### src/sjep_pkg.sv
// Shared types, codes and character helpers for the JSON event parser.
package sjep_pkg;

    localparam int MAX_DEPTH = 32;
    localparam int DEPTH_W   = $clog2(MAX_DEPTH + 1);
    localparam int IDX_W     = (MAX_DEPTH > 1) ? $clog2(MAX_DEPTH) : 1;
    localparam int MAX_EV    = 3;
    localparam int CHAR_W    = 8;
    localparam int POS_W     = 32;

    localparam logic [CHAR_W-1:0] CH_LBRACE = 8'h7B;
    localparam logic [CHAR_W-1:0] CH_RBRACE = 8'h7D;
    localparam logic [CHAR_W-1:0] CH_LBRACK = 8'h5B;
    localparam logic [CHAR_W-1:0] CH_RBRACK = 8'h5D;
    localparam logic [CHAR_W-1:0] CH_COMMA  = 8'h2C;
    localparam logic [CHAR_W-1:0] CH_COLON  = 8'h3A;
    localparam logic [CHAR_W-1:0] CH_U      = 8'h75;
    localparam logic [CHAR_W-1:0] CH_N      = 8'h6E;
    localparam logic [CHAR_W-1:0] CH_R      = 8'h72;
    localparam logic [CHAR_W-1:0] CH_T      = 8'h74;
    localparam logic [CHAR_W-1:0] CH_BSLASH = 8'h5C;
    localparam logic [CHAR_W-1:0] CH_DQUOTE = 8'h22;
    localparam logic [CHAR_W-1:0] CH_SQUOTE = 8'h27;
    localparam logic [CHAR_W-1:0] CH_NUL    = 8'h00;
    localparam logic [CHAR_W-1:0] CH_LF     = 8'h0A;
    localparam logic [CHAR_W-1:0] CH_CR     = 8'h0D;
    localparam logic [CHAR_W-1:0] CH_TAB    = 8'h09;

    typedef enum logic [2:0] {
        LK_NONE   = 3'd0,
        LK_VALUE  = 3'd1,
        LK_STRING = 3'd2,
        LK_KEY    = 3'd3,
        LK_RAW    = 3'd4
    } leaf_kind_t;

    typedef enum logic [1:0] {
        PH_START = 2'd0,
        PH_BODY  = 2'd1,
        PH_ESC   = 2'd2
    } phase_t;

    typedef enum logic [2:0] {
        CT_OBJ_KEY   = 3'd0,
        CT_OBJ_COLON = 3'd1,
        CT_OBJ_VALUE = 3'd2,
        CT_OBJ_SEP   = 3'd3,
        CT_ARR_FIRST = 3'd4,
        CT_ARR_NEXT  = 3'd5
    } cont_t;

    typedef enum logic [3:0] {
        EV_NONE      = 4'd0,
        EV_OBJ_START = 4'd1,
        EV_OBJ_END   = 4'd2,
        EV_ARR_START = 4'd3,
        EV_ARR_END   = 4'd4,
        EV_KEY_CHAR  = 4'd5,
        EV_KEY_END   = 4'd6,
        EV_VAL_CHAR  = 4'd7,
        EV_VAL_END   = 4'd8,
        EV_DONE      = 4'd9
    } event_t;

    typedef enum logic [3:0] {
        ERR_OK        = 4'd0,
        ERR_INVALID   = 4'd2,
        ERR_STR_START = 4'd3,
        ERR_COMMA_END = 4'd4,
        ERR_VALUE_END = 4'd5,
        ERR_COLON     = 4'd6,
        ERR_VALUE     = 4'd7,
        ERR_KEY_END   = 4'd8,
        ERR_SEP_END   = 4'd9,
        ERR_INTERNAL  = 4'd10,
        ERR_TOO_DEEP  = 4'd11
    } err_t;

    localparam logic [3:0] STATUS_OK   = 4'd0;
    localparam logic [3:0] STATUS_DONE = 4'd1;

    typedef struct packed {
        logic [DEPTH_W-1:0] depth;
        leaf_kind_t         leaf;
        phase_t             phase;
        logic               finished;
        err_t               err;
        logic [POS_W-1:0]   count;
    } parser_state_t;

    localparam parser_state_t RESET_STATE = '{
        depth:    '0,
        leaf:     LK_VALUE,
        phase:    PH_START,
        finished: 1'b0,
        err:      ERR_OK,
        count:    '0
    };

    typedef struct packed {
        event_t [MAX_EV-1:0]             ev;
        logic [MAX_EV-1:0][CHAR_W-1:0]   data;
        logic [1:0]                      num;
        logic [3:0]                      status;
        logic [POS_W-1:0]                position;
    } result_t;

    typedef struct packed {
        parser_state_t nxt;
        logic          top_we;
        cont_t         top_code;
        logic          push_we;
        cont_t         push_code;
        result_t       res;
    } step_t;

    function automatic logic is_raw(input logic [CHAR_W-1:0] c);
        return (c >= 8'h30 && c <= 8'h39) || (c >= 8'h41 && c <= 8'h5A) ||
               (c >= 8'h61 && c <= 8'h7A) || c == 8'h2B || c == 8'h2D ||
               c == 8'h2E;
    endfunction

    function automatic logic is_space(input logic [CHAR_W-1:0] c);
        return c == 8'h20 || (c >= 8'h09 && c <= 8'h0D);
    endfunction

    function automatic logic is_quote(input logic [CHAR_W-1:0] c);
        return c == CH_DQUOTE || c == CH_SQUOTE;
    endfunction

    function automatic logic [CHAR_W-1:0] esc_map(input logic [CHAR_W-1:0] c);
        logic [CHAR_W-1:0] r;
        r = c;
        if (c == CH_N) begin
            r = CH_LF;
        end else if (c == CH_R) begin
            r = CH_CR;
        end else if (c == CH_T) begin
            r = CH_TAB;
        end
        return r;
    endfunction

    function automatic logic [POS_W-1:0] sat_inc(input logic [POS_W-1:0] v);
        return (v == '1) ? v : v + POS_W'(1);
    endfunction

endpackage

### src/sjep_step.sv
// Next-state and event logic for one input character.
module sjep_step (
    input  logic                          op,
    input  logic [sjep_pkg::CHAR_W-1:0]   ch,
    input  sjep_pkg::parser_state_t       st,
    input  sjep_pkg::cont_t               top,
    output sjep_pkg::step_t               step
);
    import sjep_pkg::*;

    always_comb begin
        parser_state_t     nx;
        logic              top_we;
        cont_t             top_code;
        logic              push_we;
        cont_t             push_code;
        logic [2:0]        sv;
        event_t [2:0]      sc;
        logic [2:0][7:0]   sd;
        logic              v_ok;
        leaf_kind_t        v_leaf;
        logic              v_set_ph;
        phase_t            v_ph;
        logic              v_ev_v;
        event_t            v_ev;
        logic [7:0]        v_d;
        logic              v_push;
        cont_t             v_code;
        err_t              v_err;
        logic              deep;
        logic              in_body;
        logic              go;
        logic              to_cont;
        logic              consumed;
        logic              key;
        logic [1:0]        k;
        result_t           res;

        nx        = st;
        top_we    = 1'b0;
        top_code  = CT_OBJ_KEY;
        push_we   = 1'b0;
        push_code = CT_OBJ_KEY;
        sv        = '0;
        sc        = {EV_NONE, EV_NONE, EV_NONE};
        sd        = '0;
        consumed  = 1'b0;
        to_cont   = 1'b0;
        key       = (st.leaf == LK_KEY);
        in_body   = (st.leaf == LK_STRING || st.leaf == LK_KEY) && st.phase == PH_BODY;
        go        = st.err == ERR_OK && (st.leaf != LK_NONE || st.depth != '0);
        deep      = st.depth >= DEPTH_W'(MAX_DEPTH);

        // value start, shared by the leaf path and the container path
        v_ok     = 1'b0;
        v_leaf   = LK_NONE;
        v_set_ph = 1'b0;
        v_ph     = PH_START;
        v_ev_v   = 1'b0;
        v_ev     = EV_NONE;
        v_d      = '0;
        v_push   = 1'b0;
        v_code   = CT_OBJ_KEY;
        v_err    = ERR_OK;
        if (ch == CH_LBRACE || ch == CH_LBRACK) begin
            if (deep) begin
                v_err  = ERR_TOO_DEEP;
                v_leaf = LK_VALUE;
            end else begin
                v_ok   = 1'b1;
                v_push = 1'b1;
                v_code = (ch == CH_LBRACE) ? CT_OBJ_KEY : CT_ARR_FIRST;
                v_ev_v = 1'b1;
                v_ev   = (ch == CH_LBRACE) ? EV_OBJ_START : EV_ARR_START;
            end
        end else if (ch == CH_U || is_quote(ch)) begin
            v_ok     = 1'b1;
            v_leaf   = LK_STRING;
            v_set_ph = 1'b1;
            v_ph     = (ch == CH_U) ? PH_START : PH_BODY;
        end else if (is_raw(ch)) begin
            v_ok   = 1'b1;
            v_leaf = LK_RAW;
            v_ev_v = 1'b1;
            v_ev   = EV_VAL_CHAR;
            v_d    = ch;
        end else if (st.depth == '0) begin
            v_err = ERR_INVALID;
        end

        if (op) begin
            nx = RESET_STATE;
        end else if (ch != CH_NUL) begin
            if (is_space(ch) && !in_body) begin
                nx.count = sat_inc(st.count);
            end else begin
                if (go) begin
                    case (st.leaf)
                        LK_VALUE: begin
                            nx.leaf = v_leaf;
                            if (v_set_ph) begin
                                nx.phase = v_ph;
                            end
                            push_we   = v_push;
                            push_code = v_code;
                            if (v_push) begin
                                nx.depth = st.depth + DEPTH_W'(1);
                            end
                            sv[0]    = v_ev_v;
                            sc[0]    = v_ev;
                            sd[0]    = v_d;
                            nx.err   = v_err;
                            consumed = v_ok;
                            to_cont  = !v_ok && v_err == ERR_OK;
                        end
                        LK_STRING, LK_KEY: begin
                            case (st.phase)
                                PH_START: begin
                                    if (ch == CH_U) begin
                                        consumed = 1'b1;
                                    end else if (is_quote(ch)) begin
                                        nx.phase = PH_BODY;
                                        consumed = 1'b1;
                                    end else begin
                                        nx.err = ERR_STR_START;
                                    end
                                end
                                PH_BODY: begin
                                    consumed = 1'b1;
                                    if (is_quote(ch)) begin
                                        sv[0]   = 1'b1;
                                        sc[0]   = key ? EV_KEY_END : EV_VAL_END;
                                        nx.leaf = LK_NONE;
                                    end else if (ch == CH_BSLASH) begin
                                        nx.phase = PH_ESC;
                                    end else begin
                                        sv[0] = 1'b1;
                                        sc[0] = key ? EV_KEY_CHAR : EV_VAL_CHAR;
                                        sd[0] = ch;
                                    end
                                end
                                default: begin
                                    consumed = 1'b1;
                                    sv[0]    = 1'b1;
                                    sc[0]    = key ? EV_KEY_CHAR : EV_VAL_CHAR;
                                    sd[0]    = esc_map(ch);
                                    nx.phase = PH_BODY;
                                end
                            endcase
                        end
                        LK_RAW: begin
                            sv[0] = 1'b1;
                            if (is_raw(ch)) begin
                                sc[0]    = EV_VAL_CHAR;
                                sd[0]    = ch;
                                consumed = 1'b1;
                            end else begin
                                sc[0]   = EV_VAL_END;
                                nx.leaf = LK_NONE;
                                to_cont = st.depth != '0;
                            end
                        end
                        default: begin
                            to_cont = 1'b1;
                        end
                    endcase
                end

                if (to_cont) begin
                    case (top)
                        CT_OBJ_KEY: begin
                            if (ch == CH_RBRACE) begin
                                sv[1]    = 1'b1;
                                sc[1]    = EV_OBJ_END;
                                nx.depth = st.depth - DEPTH_W'(1);
                                consumed = 1'b1;
                            end else begin
                                top_we   = 1'b1;
                                top_code = CT_OBJ_COLON;
                                nx.leaf  = LK_KEY;
                                nx.phase = PH_START;
                                if (ch == CH_U) begin
                                    consumed = 1'b1;
                                end else if (is_quote(ch)) begin
                                    nx.phase = PH_BODY;
                                    consumed = 1'b1;
                                end else begin
                                    nx.err = ERR_KEY_END;
                                end
                            end
                        end
                        CT_OBJ_COLON: begin
                            if (ch == CH_COLON) begin
                                top_we   = 1'b1;
                                top_code = CT_OBJ_VALUE;
                                consumed = 1'b1;
                            end else begin
                                nx.err = ERR_COLON;
                            end
                        end
                        CT_OBJ_VALUE, CT_ARR_FIRST: begin
                            top_we   = 1'b1;
                            top_code = (top == CT_OBJ_VALUE) ? CT_OBJ_SEP : CT_ARR_NEXT;
                            nx.leaf  = v_leaf;
                            if (v_set_ph) begin
                                nx.phase = v_ph;
                            end
                            push_we   = v_push;
                            push_code = v_code;
                            if (v_push) begin
                                nx.depth = st.depth + DEPTH_W'(1);
                            end
                            sv[1] = v_ev_v;
                            sc[1] = v_ev;
                            sd[1] = v_d;
                            if (v_ok) begin
                                consumed = 1'b1;
                            end else if (v_err != ERR_OK) begin
                                nx.err = v_err;
                            end else if (top == CT_OBJ_VALUE) begin
                                nx.err = ERR_VALUE;
                            end else if (ch == CH_RBRACK) begin
                                sv[1]    = 1'b1;
                                sc[1]    = EV_ARR_END;
                                nx.depth = st.depth - DEPTH_W'(1);
                                consumed = 1'b1;
                            end else begin
                                nx.err = ERR_VALUE_END;
                            end
                        end
                        CT_OBJ_SEP: begin
                            if (ch == CH_RBRACE) begin
                                sv[1]    = 1'b1;
                                sc[1]    = EV_OBJ_END;
                                nx.depth = st.depth - DEPTH_W'(1);
                                consumed = 1'b1;
                            end else if (ch == CH_COMMA) begin
                                top_we   = 1'b1;
                                top_code = CT_OBJ_COLON;
                                nx.leaf  = LK_KEY;
                                nx.phase = PH_START;
                                consumed = 1'b1;
                            end else begin
                                nx.err = ERR_SEP_END;
                            end
                        end
                        default: begin
                            if (ch == CH_COMMA) begin
                                nx.leaf  = LK_VALUE;
                                consumed = 1'b1;
                            end else if (ch == CH_RBRACK) begin
                                sv[1]    = 1'b1;
                                sc[1]    = EV_ARR_END;
                                nx.depth = st.depth - DEPTH_W'(1);
                                consumed = 1'b1;
                            end else begin
                                nx.err = ERR_COMMA_END;
                            end
                        end
                    endcase
                end

                if (consumed) begin
                    nx.count = sat_inc(st.count);
                end
                if (nx.leaf == LK_NONE && nx.depth == '0 && nx.err == ERR_OK &&
                    !st.finished) begin
                    nx.finished = 1'b1;
                    sv[2]       = 1'b1;
                    sc[2]       = EV_DONE;
                end
            end
        end

        // pack events in order, leaf then container then done
        res.ev   = {EV_NONE, EV_NONE, EV_NONE};
        res.data = '0;
        k        = 2'd0;
        for (int i = 0; i < MAX_EV; i++) begin
            if (sv[i]) begin
                res.ev[k]   = sc[i];
                res.data[k] = sd[i];
                k           = k + 2'd1;
            end
        end
        res.num      = (k == 2'd0) ? 2'd1 : k;
        res.status   = (nx.err != ERR_OK) ? nx.err :
                       (nx.finished ? STATUS_DONE : STATUS_OK);
        res.position = nx.count;

        step.nxt       = nx;
        step.top_we    = top_we;
        step.top_code  = top_code;
        step.push_we   = push_we;
        step.push_code = push_code;
        step.res       = res;
    end

endmodule

### src/sjep_out.sv
// Result buffer: holds the events of one character and drains one per transfer.
module sjep_out (
    input  logic                aclk,
    input  logic                aresetn,
    input  logic                load,
    input  sjep_pkg::result_t   res,
    output logic                free,
    output logic                m_tvalid,
    input  logic                m_tready,
    output logic [47:0]         m_tdata,   // event_res[3:0], data_char[11:4],
                                           // status[15:12], position[47:16]
    output logic                m_tlast
);
    import sjep_pkg::*;

    result_t    buf_reg;
    logic [1:0] cnt_reg;
    logic [1:0] rd_reg;
    logic       at_last;

    assign m_tvalid = cnt_reg != 2'd0;
    assign at_last  = rd_reg == cnt_reg - 2'd1;
    assign m_tlast  = at_last;
    assign free     = !m_tvalid || (m_tready && at_last);
    assign m_tdata  = {buf_reg.position, buf_reg.status, buf_reg.data[rd_reg],
                       buf_reg.ev[rd_reg]};

    always_ff @(posedge aclk) begin
        if (!aresetn) begin
            cnt_reg <= 2'd0;
            rd_reg  <= 2'd0;
        end else if (load) begin
            cnt_reg <= res.num;
            rd_reg  <= 2'd0;
        end else if (m_tvalid && m_tready) begin
            if (at_last) begin
                cnt_reg <= 2'd0;
                rd_reg  <= 2'd0;
            end else begin
                rd_reg <= rd_reg + 2'd1;
            end
        end
    end

    always_ff @(posedge aclk) begin
        if (load) begin
            buf_reg <= res;
        end
    end

    a_rd_in_range: assert property (@(posedge aclk) disable iff (!aresetn)
        m_tvalid |-> rd_reg < cnt_reg)
        else $error("read slot beyond stored events");

    a_load_shows: assert property (@(posedge aclk) disable iff (!aresetn)
        load |=> m_tvalid && rd_reg == 2'd0)
        else $error("loaded events not presented");

    a_stall_hold: assert property (@(posedge aclk) disable iff (!aresetn)
        m_tvalid && !m_tready |=> $stable(rd_reg) && $stable(cnt_reg))
        else $error("result changed while stalled");

endmodule

### src/streaming_json_event_parser_core.sv
// Streaming JSON event parser: one text byte in, one to three parse events out.
// Each accepted transfer on s_ carries one byte (s_tdata) and an operation flag
// (s_tuser: 0 parse, 1 restart). It is registered, decoded against the top of the
// container stack, and its events land in a result buffer that drains one event
// per m_ transfer; m_tlast marks the last event of that byte. A byte per clock is
// sustained with m_tready held high while each byte yields one event; a byte that
// yields more events holds the input until its last event is taken, as there is a
// single result port. Nesting is limited to MAX_DEPTH containers; deeper opens
// report too deep. Status codes are sticky until a restart.
module streaming_json_event_parser_core (
    input  logic        aclk,
    input  logic        aresetn,
    input  logic        s_tvalid,
    output logic        s_tready,
    input  logic [7:0]  s_tdata,    // character[7:0]
    input  logic [0:0]  s_tuser,    // operation[0]
    output logic        m_tvalid,
    input  logic        m_tready,
    output logic [47:0] m_tdata,    // event_res[3:0], data_char[11:4],
                                    // status[15:12], position[47:16]
    output logic        m_tlast
);
    import sjep_pkg::*;

    logic                in_valid_reg;
    logic                in_op_reg;
    logic [CHAR_W-1:0]   in_char_reg;
    parser_state_t       st_reg;
    cont_t               stack_reg [MAX_DEPTH];
    cont_t               top;
    logic [IDX_W-1:0]    top_idx;
    logic [DEPTH_W-1:0]  depth_m1;
    step_t               step;
    logic                out_free;
    logic                fire;

    assign depth_m1 = st_reg.depth - DEPTH_W'(1);
    assign top_idx  = depth_m1[IDX_W-1:0];
    assign top      = stack_reg[top_idx];
    assign fire     = in_valid_reg && out_free;
    assign s_tready = !in_valid_reg || out_free;

    always_ff @(posedge aclk) begin
        if (!aresetn) begin
            in_valid_reg <= 1'b0;
        end else if (s_tvalid && s_tready) begin
            in_valid_reg <= 1'b1;
        end else if (fire) begin
            in_valid_reg <= 1'b0;
        end
    end

    always_ff @(posedge aclk) begin
        if (s_tvalid && s_tready) begin
            in_op_reg   <= s_tuser[0];
            in_char_reg <= s_tdata;
        end
    end

    always_ff @(posedge aclk) begin
        if (!aresetn) begin
            st_reg <= RESET_STATE;
        end else if (fire) begin
            st_reg <= step.nxt;
        end
    end

    always_ff @(posedge aclk) begin
        if (fire && step.top_we) begin
            stack_reg[top_idx] <= step.top_code;
        end
        if (fire && step.push_we) begin
            stack_reg[st_reg.depth[IDX_W-1:0]] <= step.push_code;
        end
    end

    sjep_step u_step (
        .op   (in_op_reg),
        .ch   (in_char_reg),
        .st   (st_reg),
        .top  (top),
        .step (step)
    );

    sjep_out u_out (
        .aclk     (aclk),
        .aresetn  (aresetn),
        .load     (fire),
        .res      (step.res),
        .free     (out_free),
        .m_tvalid (m_tvalid),
        .m_tready (m_tready),
        .m_tdata  (m_tdata),
        .m_tlast  (m_tlast)
    );

    a_depth_bound: assert property (@(posedge aclk) disable iff (!aresetn)
        st_reg.depth <= DEPTH_W'(MAX_DEPTH))
        else $error("nesting depth beyond limit");

    a_push_room: assert property (@(posedge aclk) disable iff (!aresetn)
        fire && step.push_we |-> st_reg.depth < DEPTH_W'(MAX_DEPTH))
        else $error("push on full stack");

    a_err_sticky: assert property (@(posedge aclk) disable iff (!aresetn)
        fire && st_reg.err != ERR_OK && !in_op_reg |=> $stable(st_reg.err))
        else $error("error code changed without restart");

endmodule
### config.mk
export PLATFORM = sky130hd
export DESIGN_NAME = streaming_json_event_parser_core
export DESIGN_NICKNAME = d
export VERILOG_FILES = /design/src/sjep_pkg.sv /design/src/sjep_step.sv /design/src/sjep_out.sv /design/src/streaming_json_event_parser_core.sv
export SDC_FILE = /design/constraint.sdc
export NUM_CORES = 1
export LEC_CHECK = 0
export BUFFER_PORTS_ARGS = -buffer_cell sky130_fd_sc_hd__buf_4
export CAP_MARGIN = 40
export CORE_MARGIN = 5
export CORE_UTILIZATION = 45
export CTS_CLUSTER_SIZE = 25
export DETAILED_ROUTE_END_ITERATION = 10
export PLACE_DENSITY = 0.59
export SLEW_MARGIN = 10
export SYNTH_ARGS = -nofsm -noshare
export SYNTH_HDL_FRONTEND = slang
export SYNTH_SLANG_ARGS = --single-unit
export TNS_END_PERCENT = 1
### constraint.sdc
create_clock -name aclk -period 12.6 [get_ports aclk]
set_input_delay 1.89 -clock aclk [delete_from_list [all_inputs] [get_ports aclk]]
set_output_delay 1.89 -clock aclk [all_outputs]
set_load 0.03 [all_outputs]
# After elaboration in Yosys (flattened, before gate mapping)

Memories as Yosys holds them, arrays and structs flattened.
Index checks and enable logic that the tools add are counted.
Widths: inputs -> output; s select.

Flip-flop bits (word level): 134
Latch bits: 0
Memory bits (writable): 96
ROM bits: 0
Memories kept: 1

Memory list:

| name      | words | bits a word | rd ports | clocked after memory_dff | wr ports | RTL line                               | RTL |
|---|---|---|---|---|---|---|---|
| stack_reg | 32    | 3           | 1        | 0                        | 2        | streaming_json_event_parser_core.sv:29 | `cont_t stack_reg [MAX_DEPTH];` |

Add/sub/neg operators: 7
Multiply operators: 0
Div/mod/pow operators: 0
Order comparisons: 14
Equality and inequality tests: 29
Shifts and indexed selects: 0
Muxes and demuxes: 243
Bitwise gates (word level): 3
Reductions and logical operators: 62

Operators by type and width:

| cell                  | count |
|---|---|
| $mux 4                | 44 |
| $mux 8                | 15 |
| $mux 32               | 3 |
| $mux 48               | 2 |
| $mux 3                | 28 |
| $mux 1                | 74 |
| $eq 8x7->1 const B    | 9 |
| $mux 36               | 2 |
| $eq 8x6->1 const B    | 8 |
| $mux 16               | 4 |
| $mux 6                | 10 |
| $mux 11               | 5 |
| $mux 2                | 21 |
| $mux 12               | 3 |
| $pmux 9 s4            | 1 |
| $add 32x1->32 const B | 1 |
| $demux 8 s2           | 2 |
| $eq 32x32->1 const B  | 1 |
| $and 24x24->24        | 1 |
| $bwmux 12             | 2 |
| $bwmux 24             | 1 |
| $not 24->24           | 1 |
| $pmux 4 s3            | 2 |
| $pmux 8 s3            | 1 |
| other kinds (52)      | 117 |

# Depth between registers and ports, before layout

Depth in word-level cells: 40
Gate-level depth with buffers: 21
Mapped depth without buffers: 16

# Hierarchy

A second synthesis with hierarchy kept.

Cells, all modules: 1,559
Area total of the unflattened synthesis: 15,072.0 um^2

Modules (own cells, without submodules):

| module                           | instances | cells each | area each (um^2) |
|---|---|---|---|
| streaming_json_event_parser_core | 1         | 626        | 7,673.6 |
| sjep_step                        | 1         | 754        | 4,433.0 |
| sjep_out                         | 1         | 179        | 2,965.3 |

# Worst setup path before layout

OpenSTA, ideal clock, no wires.

Path kind: input-to-reg
Start point: input port m_tready
End point: memory stack_reg[24][2] in the netlist's numbering (enable)
Arrival: 5,451 ps
Data required time: 12,341 ps
Setup slack: 6,890 ps
Stages: 12
Path through: a21oi_1 nand2b_1 clkbuf_1 clkinv_1 nand2_1 nor2_1 o311a_1 clkbuf_1 nand2_1 clkbuf_1 buf_1 o22ai_1

RTL lines:

| item            | RTL line                               | RTL |
|---|---|---|
| start, declared | streaming_json_event_parser_core.sv:18 | `input logic m_tready,` |
| end, declared   | streaming_json_event_parser_core.sv:29 |  |

# Worst setup path after layout

Start point: register st_reg[42] in the netlist's numbering
End point: register st_reg[22] in the netlist's numbering

Cells in the longest elaborated chain, start to end: 20

Ends and longest elaborated chain:

| item                                                                 | RTL line                               | RTL |
|---|---|---|
| start, declared                                                      | streaming_json_event_parser_core.sv:28 | `parser_state_t st_reg;` |
| start signal, assigned                                               | streaming_json_event_parser_core.sv:64 | `st_reg <= step.nxt;` |
| parallel branches: the longest is 12 deep, another holds $sub 6x1->6 | -                                      |  |
| $mux 1 *                                                             | sjep_step.sv:169                       | `if (to_cont) begin` |
| $mux 1 *                                                             | sjep_step.sv:94                        | `if (is_space(ch) && !in_body) begin` |
| $mux 1 *                                                             | sjep_step.sv:93                        | `end else if (ch != CH_NUL) begin` |
| $mux 1 *                                                             | sjep_step.sv:91                        | `if (op) begin` |
| $mux 32 *                                                            | sjep_step.sv:263                       | `if (consumed) begin` |
| $mux 32 *                                                            | sjep_step.sv:94                        |  |
| $mux 48 *                                                            | sjep_step.sv:93                        |  |
| $mux 48 *                                                            | sjep_step.sv:91                        |  |

Every way passes the cells marked *. The select of a mux whose other input is x is not followed.
A chain may end at the register's enable or synchronous reset.

==> flow_summary.json <==
{
  "status": "finished, final reports clean",
  "skew_ns": 0.0152,
  "fin_crit_ns": 6.59,
  "syn_area_per_cell_um2": 8.53,
  "r2r-start": "st_reg[42]",
  "period_share": 0.523,
  "worst_hold_path_type": "flip-flop to flip-flop",
  "synth_cells": 1638,
  "min_to": "u_out.cnt_reg[1]",
  "ff2ff_path_depth": 15,
  "grt-ovfl-total": 0,
  "clock.fmax_mhz": 152,
  "grt_first_pass_wirelength_um": 68100,
  "placed_area_um2": 14500,
  "dieArea_um2": 34700,
  "cts-root-buf": "clkbuf_16",
  "clock_power_share": 0.413,
  "cts_resized": 0,
  "critPathCaptureType": "flip-flop",
  "hold_buffers": 0,
  "drcViolationCount": 0,
  "synthFlopType": "dfxtp_1",
  "rsz0062_at_grt": "false",
  "dr.pass1.iters": 5,
  "fin_util": 0.499,
  "power_frac_seq": 0.443,
  "path_clk_slew_ns": 0.06,
  "hold_viol_final": 0,
  "drv_slew": 0,
  "netlist_area_um2": 14000,
  "crit_required_ns": 13.06,
  "drt-initial-drc-count": 1265,
  "irDropWorstVdd_mv": 0.0970,
  "critPathLaunchType": "flip-flop",
  "grt_start_max_net_pins": 68,
  "combPwrFrac": 0.145,
  "drive_gt1_frac": 0.111,
  "synth_top_cell_by_area": "edfxtp_1",
  "arrival_ns": 7.04,
  "nets": 1628,
  "design.core.area_um2": 30600,
  "grt_usage": 0.245,
  "synth.distinct_cells": 88,
  "crit_buf_inv": 3,
  "crit_fanout": 48,
  "ant_nets": 0,
  "power.total_mw": 1.74,
  "drt-total-wl_um": 43600,
  "slowest_delay_ns": 0.82,
  "setup_tns_ns": 0,
  "clk_latency_ns": 0.55,
  "worst_slew_pin_slew_ns": 0.927,
  "setup_violations": 0,
  "wl_per_cell_um": 21.6,
  "rrSetupSlack_ns": 6.01,
  "numPortBuffers": 63,
  "p_per_area_nw_per_um2": 114,
  "h-tree-depth": 1,
  "crit_family": "compound AO/OA/AOI/OAI gates",
  "cts_tree": "yes",
  "die_y_um": 186,
  "synth_warnings": 0,
  "gp_congestion": 0.963,
  "antenna_cells": 0,
  "die_width_um": 186,
  "critical_path_class": "flip-flop to flip-flop",
  "power.internal_mw": 1.26,
  "hold_path_startpoint": "u_out.cnt_reg[1]",
  "largest_reg_flops": 96,
  "num_vias": 12700,
  "synth_area_leaders": "edfxtp_1 (22%), dfxtp_1 (17%), mux2i_1 (7.0%)",
  "cpMaxStageDelayCell": "a2111oi_4",
  "postCtsSetupRepairBufs": 0,
  "power_leakage_nw": 5.10,
  "relSlewSlack": 0.381,
  "grt_pass1_vias": 12000,
  "hpwl_um": 30800,
  "setup_slack_ns": 6.01,
  "fin_area_um2": 15300,
  "synth_edf_count": 102,
  "p_switching_uw": 483,
  "instances_no_fill": 2019,
  "post-place-ws_ns": 6.16,
  "whs_ns": 0.456,
  "via_per_inst": 6.28,
  "cts_sinks": 219,
  "clock_path_buffers": 3,
  "synth-seq-cells": 219,
  "synth_top_area_frac": 0.219,
  "ys_seq_area_frac": 0.387,
  "start_util": 0.457,
  "r2r-end": "st_reg[22]",
  "cts_inserted_buffers": 25,
  "cap_violations": 0,
  "rows": 64,
  "synthToLayoutAreaGrowth_pct": 9.34,
  "min_path_cells": 2,
  "async_flop_share": 0,
  "pin_count": 64,
  "crit_path_cell_trace": "buf_4 > clkinv_1 > ha_2 > buf_4 > mux2i_1 > mux4_2 > mux2i_1 > mux2_2 > nor3_2 > o211ai_1 > a41o_1 > a2111oi_4 > nand3_1 > or3_1 > a21oi_1",
  "swShare": 0.277,
  "antenna_found_initial": 0,
  "dp_cells": 1973
}
[synthesized netlist by cell type (22+ instances only)]
| cell | number |
|---|---|
| nor2_1 | 204 |
| nand2_1 | 166 |
| a21oi_1 | 124 |
| dfxtp_1 | 117 |
| edfxtp_1 | 102 |
| mux2i_1 | 98 |
| o21ai_0 | 94 |
| clkbuf_1 | 86 |
| o22ai_1 | 48 |
| nand3_1 | 46 |
| nor3_1 | 42 |
| buf_4 | 39 |
| xnor2_1 | 33 |
| inv_1 | 30 |
| and2_1 | 22 |
[power groups by stage]
stage	combinational, mW	clock, mW	sequential [mW]
after CTS	0.249	0.735	0.771
after detailed placement	0.248	0	0.786
after global routing	0.271	0.768	0.772
after global placement	0.245	0	0.786
final	0.252	0.719	0.771
after floorplan	0.182	0	0.779
[cells in the final DEF (no fill, tap or decap), drive strengths merged, types with 19 or more instances in the layout]
cell type and instances:
and2 22, inv 32, nand2 168, nor2 205, xnor2 33, nor4 21
o21ai 98, edfxtp 102, o22ai 48, buf 91, a21oi 124, nand3 46
clkbuf 36, mux2i 98, a31oi 19, dfxtp 117, nor3 45
[worst max-delay path by stage]
stage / from / to / slack, ns / cells past startpoint
finish: st_reg[42] / st_reg[22] / 6.01 / 15
global route: st_reg[42] / u_out.buf_reg[64] / 5.44 / 16
detailed placement: st_reg[42] / u_out.buf_reg[64] / 6.16 / 17
CTS: st_reg[42] / u_out.buf_reg[64] / 6.12 / 17
floorplan: m_tready / stack_reg[24][2] / 6.89 / 12
global placement: st_reg[42] / u_out.buf_reg[64] / 5.98 / 15
[kinds of logic (layout without fill, tap and decap cells)]
logic type | count (synthesis) | in the layout | share of synthesized area
other cells | 1 | 8 | 0.000269
mux | 115 | 115 | 0.0939
fa+ha+maj | 11 | 11 | 0.00986
compound gates | 435 | 435 | 0.199
flops | 219 | 219 | 0.387
xor+xnor | 48 | 48 | 0.0306
buf+inv | 192 | 170 | 0.0654
simple gates | 617 | 617 | 0.214
[cell type report]
type	instances	area [um2]
tap	396	495
clock buffer	36	728
multi-input combinational	1234	7700
clock inverter	10	90.1
inverter	33	124
sequential	219	5410
fill	2971	15300
timing repair buffer	91	724
[worst reg2reg max path: stages (launching register included)]
cell and delay, ns:
dfxtp_1 0.31, buf_4 0.40, clkinv_1 0.47, ha_2 0.46, buf_4 0.60, mux2i_1 0.45, mux4_2 0.31, mux2i_1 0.09
mux2_2 0.47, nor3_2 0.78, o211ai_1 0.21, a41o_1 0.40, a2111oi_4 0.82, nand3_1 0.21, or3_1 0.39, a21oi_1 0.13
[routing by layer]
layer / global-route usage / share of wire / wire [um]
met2: 0.406 / 0.47 / 20500
met3: 0.0286 / 0.065 / 2840
met4: 0.103 / 0.048 / 2080
met5: 0 / 0 / 0
met1: 0.326 / 0.42 / 18200
(Power assumes the default switching activity.)
